**config.mk**
```make
export PLATFORM = sky130hd
export DESIGN_NAME = rsp_packet_framer_with_ack_core
export DESIGN_NICKNAME = d
export VERILOG_FILES = /design/src/rtl/core/rspf_pkg.sv /design/src/rtl/core/rsp_packet_framer_with_ack_core.sv
export SDC_FILE = /design/constraint.sdc
export NUM_CORES = 1
export LEC_CHECK = 0
export ABC_AREA = 1
export BUFFER_PORTS_ARGS = -buffer_cell sky130_fd_sc_hd__clkbuf_2
export CAP_MARGIN = 0
export CORE_ASPECT_RATIO = 1.5
export CORE_MARGIN = 3
export CORE_UTILIZATION = 55
export CTS_CLUSTER_SIZE = 28
export DETAILED_ROUTE_END_ITERATION = 10
export PLACE_DENSITY = 0.79
export SLEW_MARGIN = 20
export SYNTH_ARGS = -nofsm -noshare
export SYNTH_HDL_FRONTEND = slang
export SYNTH_SLANG_ARGS = --single-unit
```
**constraint.sdc**
```tcl
create_clock -name aclk -period 3.55 [get_ports aclk]
set_input_delay 0.5325 -clock aclk [delete_from_list [all_inputs] [get_ports aclk]]
set_output_delay 0.5325 -clock aclk [all_outputs]
set_load 0.02 [all_outputs]
```
**src/rtl/core/rspf_pkg.sv**
```systemverilog
`timescale 1ns / 1ps

package rspf_pkg;

    typedef enum logic [1:0] {
        CMD_BEGIN   = 2'd0,
        CMD_PAYLOAD = 2'd1,
        CMD_END     = 2'd2,
        CMD_HOST    = 2'd3
    } cmd_t;

    typedef enum logic [1:0] {
        PH_IDLE  = 2'd0,
        PH_DRAIN = 2'd1,
        PH_SEND  = 2'd2,
        PH_WAIT  = 2'd3
    } phase_t;

    typedef enum logic [2:0] {
        ST_SENT    = 3'd0,
        ST_ACK     = 3'd1,
        ST_RESEND  = 3'd2,
        ST_GAVEUP  = 3'd3,
        ST_HOSTPKT = 3'd4,
        ST_NOTED   = 3'd5,
        ST_ORDER   = 3'd6
    } status_t;

    typedef struct packed {
        logic       is_wire;
        logic [7:0] wire_byte;
        status_t    status;
        logic       interrupt;
        logic       last;
    } result_t;

    localparam logic [7:0] CH_START     = 8'h24;  // '$'
    localparam logic [7:0] CH_HASH      = 8'h23;  // '#'
    localparam logic [7:0] CH_ESCAPE    = 8'h7d;  // '}'
    localparam logic [7:0] CH_STAR      = 8'h2a;  // '*'
    localparam logic [7:0] CH_ACK       = 8'h2b;  // '+'
    localparam logic [7:0] CH_NACK      = 8'h2d;  // '-'
    localparam logic [7:0] CH_CTRL_C    = 8'h03;
    localparam logic [7:0] ESCAPE_XOR   = 8'h20;
    localparam logic [7:0] RETRY_RESET  = 8'd10;
    localparam logic [7:0] NACK_MAX     = 8'hff;
    localparam logic [3:0] HEX_LAST_DIG = 4'd9;
    localparam logic [7:0] CH_ZERO      = 8'h30;  // '0'
    localparam logic [7:0] CH_LOWER_A   = 8'h61;  // 'a'

    function automatic logic [7:0] hex_char(input logic [3:0] nib);
        if (nib <= HEX_LAST_DIG) begin
            hex_char = CH_ZERO + {4'h0, nib};
        end else begin
            hex_char = CH_LOWER_A + {4'h0, nib} - 8'd10;
        end
    endfunction

    function automatic result_t mk_result(input logic wire_en, input logic [7:0] b,
                                          input status_t st, input logic intr);
        result_t r;
        r.is_wire   = wire_en;
        r.wire_byte = b;
        r.status    = st;
        r.interrupt = intr;
        r.last      = 1'b0;
        return r;
    endfunction

endpackage

```
**src/rtl/core/rsp_packet_framer_with_ack_core.sv**
```systemverilog
`timescale 1ns / 1ps

// Debugger packet framer with host acknowledgement tracking.
//
// Input channel (s_*): one request per command - begin, payload byte, end, or a
// byte received from the host. Result channel (m_*): zero to three results per
// request, each either a byte to put on the wire (is_wire) or a status word;
// m_last flags the final result of a request.
// Config channel (cfg_*): writes retry_limit, always ready; write it only while
// the block is idle.
//
// Output: a request's results are registered into the result buffer on acceptance.
// Throughput: one request per cycle for single-result requests while m_ready
// stays high; a request with several results holds off the next one while the
// three-slot result buffer drains one result per cycle. The next request is taken
// while the last result of the previous one is being handed off.
// Reset: phase idle, checksum, nack count and ctrl-C flag cleared, retry_limit
// back to 10, result buffer empty.
// Receiver stall: results hold in the buffer; s_ready drops until the buffer is
// down to its last result and m_ready is high.
module rsp_packet_framer_with_ack_core
    import rspf_pkg::*;
(
    input  logic       aclk,
    input  logic       aresetn,

    input  logic       cfg_valid,
    output logic       cfg_ready,
    input  logic [7:0] cfg_data,

    input  logic       s_valid,
    output logic       s_ready,
    input  logic [1:0] s_cmd,
    input  logic [7:0] s_data_byte,
    input  logic       s_drain_first,

    output logic       m_valid,
    input  logic       m_ready,
    output logic       m_is_wire,
    output logic [7:0] m_wire_byte,
    output logic [2:0] m_status,
    output logic       m_interrupt,
    output logic       m_last
);

    // Protocol state
    phase_t     phase_reg, phase_next;
    logic [7:0] sum_reg, sum_next;
    logic [7:0] nack_reg, nack_next;
    logic       ctrlc_reg, ctrlc_next;
    logic [7:0] retry_reg;

    // Result buffer: slot 0 faces the output
    result_t    slot_reg [3];
    result_t    slot_next [3];
    logic [1:0] cnt_reg, cnt_next;

    // Results of the request at the input
    result_t    res [3];
    logic [1:0] res_n;

    logic       s_fire, m_fire;
    cmd_t       cmd;
    logic [7:0] b;
    logic [7:0] esc_b;
    logic       needs_esc;
    logic [7:0] nack_inc;

    assign cmd       = cmd_t'(s_cmd);
    assign b         = s_data_byte;
    assign esc_b     = b ^ ESCAPE_XOR;
    assign needs_esc = (b == CH_HASH) || (b == CH_START) || (b == CH_ESCAPE) || (b == CH_STAR);
    assign nack_inc  = (nack_reg == NACK_MAX) ? NACK_MAX : nack_reg + 8'd1;

    assign cfg_ready = 1'b1;
    assign m_valid   = (cnt_reg != 2'd0);
    // Take a new request when the buffer is empty or its last result leaves now
    assign s_ready   = (cnt_reg == 2'd0) || ((cnt_reg == 2'd1) && m_ready);
    assign s_fire    = s_valid && s_ready;
    assign m_fire    = m_valid && m_ready;

    assign m_is_wire   = slot_reg[0].is_wire;
    assign m_wire_byte = slot_reg[0].wire_byte;
    assign m_status    = slot_reg[0].status;
    assign m_interrupt = slot_reg[0].interrupt;
    assign m_last      = slot_reg[0].last;

    // Per-request decode: results and next protocol state
    always_comb begin
        phase_next = phase_reg;
        sum_next   = sum_reg;
        nack_next  = nack_reg;
        ctrlc_next = ctrlc_reg;
        res_n      = 2'd0;
        res[0]     = mk_result(1'b0, 8'h00, ST_SENT, 1'b0);
        res[1]     = res[0];
        res[2]     = res[0];

        case (cmd)
            CMD_BEGIN: begin
                if (phase_reg == PH_IDLE || phase_reg == PH_DRAIN) begin
                    sum_next = 8'h00;
                    if (phase_reg == PH_IDLE) begin
                        nack_next  = 8'h00;
                        ctrlc_next = 1'b0;
                    end
                    if (phase_reg == PH_IDLE && s_drain_first) begin
                        phase_next = PH_DRAIN;
                    end else begin
                        phase_next = PH_SEND;
                        res[0]     = mk_result(1'b1, CH_START, ST_SENT, 1'b0);
                        res_n      = 2'd1;
                    end
                end else begin
                    res[0] = mk_result(1'b0, 8'h00, ST_ORDER, 1'b0);
                    res_n  = 2'd1;
                end
            end
            CMD_PAYLOAD: begin
                if (phase_reg != PH_SEND) begin
                    res[0] = mk_result(1'b0, 8'h00, ST_ORDER, 1'b0);
                    res_n  = 2'd1;
                end else if (needs_esc) begin
                    res[0]   = mk_result(1'b1, CH_ESCAPE, ST_SENT, 1'b0);
                    res[1]   = mk_result(1'b1, esc_b, ST_SENT, 1'b0);
                    res_n    = 2'd2;
                    sum_next = sum_reg + CH_ESCAPE + esc_b;
                end else begin
                    res[0]   = mk_result(1'b1, b, ST_SENT, 1'b0);
                    res_n    = 2'd1;
                    sum_next = sum_reg + b;
                end
            end
            CMD_END: begin
                if (phase_reg != PH_SEND) begin
                    res[0] = mk_result(1'b0, 8'h00, ST_ORDER, 1'b0);
                    res_n  = 2'd1;
                end else begin
                    res[0]     = mk_result(1'b1, CH_HASH, ST_SENT, 1'b0);
                    res[1]     = mk_result(1'b1, hex_char(sum_reg[7:4]), ST_SENT, 1'b0);
                    res[2]     = mk_result(1'b1, hex_char(sum_reg[3:0]), ST_SENT, 1'b0);
                    res_n      = 2'd3;
                    phase_next = PH_WAIT;
                end
            end
            default: begin
                // Host byte; drop stray bytes and everything seen while idle
                if (phase_reg != PH_IDLE) begin
                    if (b == CH_CTRL_C) begin
                        ctrlc_next = 1'b1;
                        res[0]     = mk_result(1'b0, 8'h00, ST_NOTED, 1'b0);
                        res_n      = 2'd1;
                    end else if (b == CH_START &&
                                 (phase_reg == PH_DRAIN || phase_reg == PH_WAIT)) begin
                        res[0]     = mk_result(1'b0, 8'h00, ST_HOSTPKT, ctrlc_reg);
                        res_n      = 2'd1;
                        phase_next = PH_IDLE;
                    end else if (phase_reg == PH_WAIT && b == CH_ACK) begin
                        res[0]     = mk_result(1'b0, 8'h00, ST_ACK, ctrlc_reg);
                        res_n      = 2'd1;
                        phase_next = PH_IDLE;
                    end else if (phase_reg == PH_WAIT && b == CH_NACK) begin
                        nack_next = nack_inc;
                        res_n     = 2'd1;
                        if (nack_inc >= retry_reg) begin
                            res[0]     = mk_result(1'b0, 8'h00, ST_GAVEUP, ctrlc_reg);
                            phase_next = PH_IDLE;
                        end else begin
                            res[0]     = mk_result(1'b0, 8'h00, ST_RESEND, ctrlc_reg);
                            phase_next = PH_DRAIN;
                        end
                    end
                end
            end
        endcase

        // Flag the final result of this request
        case (res_n)
            2'd1:    res[0].last = 1'b1;
            2'd2:    res[1].last = 1'b1;
            2'd3:    res[2].last = 1'b1;
            default: ;
        endcase
    end

    // Result buffer: load on a new request, else shift one out per handoff
    always_comb begin
        slot_next = slot_reg;
        cnt_next  = cnt_reg;
        if (s_fire) begin
            slot_next = res;
            cnt_next  = res_n;
        end else if (m_fire) begin
            slot_next[0] = slot_reg[1];
            slot_next[1] = slot_reg[2];
            cnt_next     = cnt_reg - 2'd1;
        end
    end

    always_ff @(posedge aclk) begin
        if (!aresetn) begin
            phase_reg <= PH_IDLE;
            sum_reg   <= 8'h00;
            nack_reg  <= 8'h00;
            ctrlc_reg <= 1'b0;
            retry_reg <= RETRY_RESET;
            cnt_reg   <= 2'd0;
        end else begin
            if (cfg_valid && cfg_ready) begin
                retry_reg <= cfg_data;
            end
            if (s_fire) begin
                phase_reg <= phase_next;
                sum_reg   <= sum_next;
                nack_reg  <= nack_next;
                ctrlc_reg <= ctrlc_next;
            end
            cnt_reg <= cnt_next;
        end
    end

    // Payload slots need no reset
    always_ff @(posedge aclk) begin
        slot_reg <= slot_next;
    end

    // Assertions
    a_last_on_final: assert property (@(posedge aclk) disable iff (!aresetn)
        (m_valid && cnt_reg == 2'd1) |-> m_last)
        else $error("final buffered result lacks last flag");

    a_no_early_last: assert property (@(posedge aclk) disable iff (!aresetn)
        (m_valid && cnt_reg != 2'd1) |-> !m_last)
        else $error("last flag on a result that is not final");

    a_ready_only_low_fill: assert property (@(posedge aclk) disable iff (!aresetn)
        s_ready |-> (cnt_reg <= 2'd1))
        else $error("request taken while results still queued");

    a_wait_keeps_sum: assert property (@(posedge aclk) disable iff (!aresetn)
        (phase_reg == PH_WAIT) |=> $stable(sum_reg))
        else $error("checksum changed while waiting for host");

endmodule
```
==> impl_metrics.yaml <==
outcome:
  outcome: "finished, final reports clean"
clock_tree:
  clock_tree.buffer_depth: 2
  root_buf_cell: "clkbuf_16"
  cts.clk_slew.worst_paths_ns: 0.05
  worstSkewPairLatency_ns: 0.34
  ctsHtreeMaxLevel: 3
  clock_sink_count: 62
  cts-hold-fix-buffers: 0
  post-cts-setup-buffer-count: 0
  postCtsResizedCells: 0
  cts_buffers: 9
  tritoncts: "built"
power:
  vdd_drop_max_mv: 0.3651
  combinationalPowerShare: 0.270
  seqPwrFrac: 0.388
  p_sw_w: 0.0008937
  cellLeakagePower_nw: 2.462
  power_dens_cells_nw_per_um2: 546.6
  cell_internal_pwr_w: 0.001845
  netSwitchingFraction: 0.3263
  power_frac_clock: 0.342
global_routing:
  first_pass_grt_wire_length_um: 17130
  gr-usage-all-layers: 0.2350
  antenna_found_initial: 0
  globalRoute.totalOverflow: 0
  grt_max_degree: 29
  via_count_of_the_first_global_routing_pass: 3820
synth:
  synth.top_cells.by_area: "edfxtp_1 (22%), dfxtp_1 (13%), ha_1 (11%), nand2_1 (11%), inv_1 (6.5%)"
  ys.warnings.count: 0
  netlist_instances: 592
  netlist-cell-type-count: 43
  ys_seq_area_frac: 0.3482
  synth_largest_area_cell: "edfxtp_1"
  netlist_area_um2: 4513
  yosys-top-cells-count: "nand2_1 (133), inv_1 (78), nand3_1 (43), nor2_1 (41), ha_1 (40)"
  synthesis.nets: 659
  synth_ff_type: "edfxtp_1"
  avgSynthCellArea_um2: 7.623
  synth-async-reset-ratio: 0
  post-synth-top-count-cell: "nand2_1"
  netlist.area_leader.share: 0.2196
  synth.ff_latch_count: 62
  synth-edff-count: 33
detailed_routing:
  met2_length_um: 5526
  detail_route.wirelength.met1_um: 4085
  route.final.wire_length_um: 10490
  drt-pass1-iter-count: 5
  dr.first_iter.drc_count: 312
  route.detailed.vias_per_inst: 5.497
  final_antenna_net_count: 0
  wl_per_cell_um: 14.41
  detailed_route_via_count: 4002
  drc: 0
  route.top_layer_used: "met4"
  dr_wl_met3_um: 556
worst_setup_path:
  timing.critical_path.from_type: "flip-flop"
  worstPathCellList: "ha_1, nand2_1, nor2_2, nand3_1, nor2_2, nand2_2, inv_2, or2_2, ha_1, nand2_1, nand2_1, nand2_1, nand2_1, nand2_1, nand3_1, nand2_1, nand3_1, nand2_1, inv_1"
  worst-endpoint-arrival_ns: 2.61
  timing.critical_path.slowest_stage_cell: "dfxtp_1"
  cp_common_cell: "nand2_1"
  worst-setup-path-type: "reg2reg"
  crit_path_max_fanout: 6
  required_ns: 3.64
  worst_path_buf_inv: 2
  critical_path.top_delay_family: "simple AND/OR/NAND/NOR gates"
  reg2reg_slack_ns: 1.04
  critical-path-max-stage-delay_ns: 0.34
  crit_path_end_kind: "flip-flop"
cells_and_area:
  areaGrowthSynthToFinish_pct: 11.01
  n_antenna_cell: 0
  drive_above_1_share: 0.1629
  fin_nets: 688
  number_of_flip_flops_under_the_largest_register_name: 19
floorplanning:
  fp.dieW_um: 79.96
  core.rowCount: 39
  ioPinCount: 41
  design.die.area_um2: 9351
  initial_core_util: 0.5780
  placeableCoreArea_um2: 7807
  chipHeight_um: 116.9
timing:
  slew_headroom: 0.4462
  final.setup.tns_ns: 0
  timing_worst_slew_pin_value_ns: 0.8299
  fin_crit_ns: 2.513
  finalSetupViolCount: 0
  report.final.hold_viol_count: 0
  hold_slack_ns: 0.4223
  report.final.slew_viol_count: 0
  setup_repair_after_global_routing_missed_its_margin: "false"
  finalCritPeriodShare: 0.7080
  max_clock_freq_mhz: 397.9
  finClkSkew_ns: 0.008763
min_path:
  timing.hold.worst.class: "in2reg"
placed_design:
  placement.io_buffers: 39
  dpl.hpwl_um: 7831
  place.gp.congestion: 1.031
job:
  maxCapViolCount: 0
-- worst paths after layout --
| path | from | endpoint | cells after the start |
|---|---|---|---|
| worst min-delay path | cfg_data[1] | retry_reg[1]$_SDFFE_PN1P_ | 3 |
| worst max-delay path | nack_reg[0]$_SDFFE_PN0P_ | m_status[0]$_SDFFCE_PP0P_ | 19 |
| worst min register to register | ctrlc_reg$_SDFFE_PN0P_ | ctrlc_reg$_SDFFE_PN0P_ | 2 |
| worst max register to register | nack_reg[0]$_SDFFE_PN0P_ | m_status[0]$_SDFFCE_PP0P_ | 19 |
-- power by group through the flow --
stage	Sequential, W	Combinational [W]	Clock [W]
2_1_floorplan	0.00109	0.000593	0
3_3_place_gp	0.00107	0.000720	0
3_5_place_dp	0.00108	0.000737	0
4_1_cts	0.00107	0.000742	0.000937
5_1_grt	0.00109	0.000818	0.000971
6_report	0.00106	0.000739	0.000936
-- per-stage QoR --
| step | total power, W | setup WS [ns] | util | std cells | area (µm²) |
|---|---|---|---|---|---|
| after floorplan | 0.001688 | 0.4931 | - | 592 | 4513 |
| after global placement | 0.001792 | 1.179 | 0.6014 | 712 | 4696 |
| after CTS | 0.002746 | 1.062 | 0.6417 | 728 | 5010 |
| after global routing | 0.002876 | 0.7887 | 0.6417 | 728 | 5010 |
| final | 0.002739 | 1.037 | 0.6417 | 728 | 5010 |
| after detailed placement | 0.001817 | 1.079 | 0.6014 | 712 | 4696 |
-- cell usage in the layout (no fill, tap or decap), types with 4 or more instances in the layout --
master     instances
nor2_1            41
a211oi_1           4
nand2_1          133
xor2_1             7
ha_1              40
nand2_2            8
nor2_4             6
o211ai_1           5
clkbuf_16          9
o21ai_1            5
clkbuf_2          39
nand3_1           43
a21oi_1           36
nor2_2             4
inv_2             12
o21ai_2            5
edfxtp_1          33
dfxtp_1           29
o21a_1             4
o21ai_0           31
inv_1             78
nand4_1            9
-- worst reg2reg max path: cells and delay by family, from the launching register on --
kind / cells / cell delay [ns]
flip-flops: 1 / 0.34
adder cells (fa/ha/maj): 2 / 0.53
buffers and inverters: 2 / 0.08
AND/OR/NAND/NOR: 15 / 1.32
-- kinds of logic after synthesis --
family / after synthesis / synth area share
other: 2 / 0.001664
AND/OR/NAND/NOR: 256 / 0.2609
adder cells (fa/ha/maj): 43 / 0.1242
AO/OA/AOI/OAI: 106 / 0.1367
flip-flops: 62 / 0.3482
XOR/XNOR: 9 / 0.01747
buffers and inverters: 114 / 0.1109
-- layer usage --
metal | track usage | vias to the layer above
met3 | 0.05360 | 25
met2 | 0.4298 | 121
met5 | 0 | -
met4 | 0.1105 | 0
li1 | - | 1987
met1 | 0.2534 | 1869
-- cell type report --
class                      instances  area (µm²)
fill                             669        2798
multi-input combinational        416        2445
sequential                        62        1572
inverter                          91       341.6
clock buffer                       9       225.2
timing repair buffer              41       210.2
tap                              102       127.6
clock inverter                     7       88.84
No activity file was read; power rests on OpenSTA's default activity.
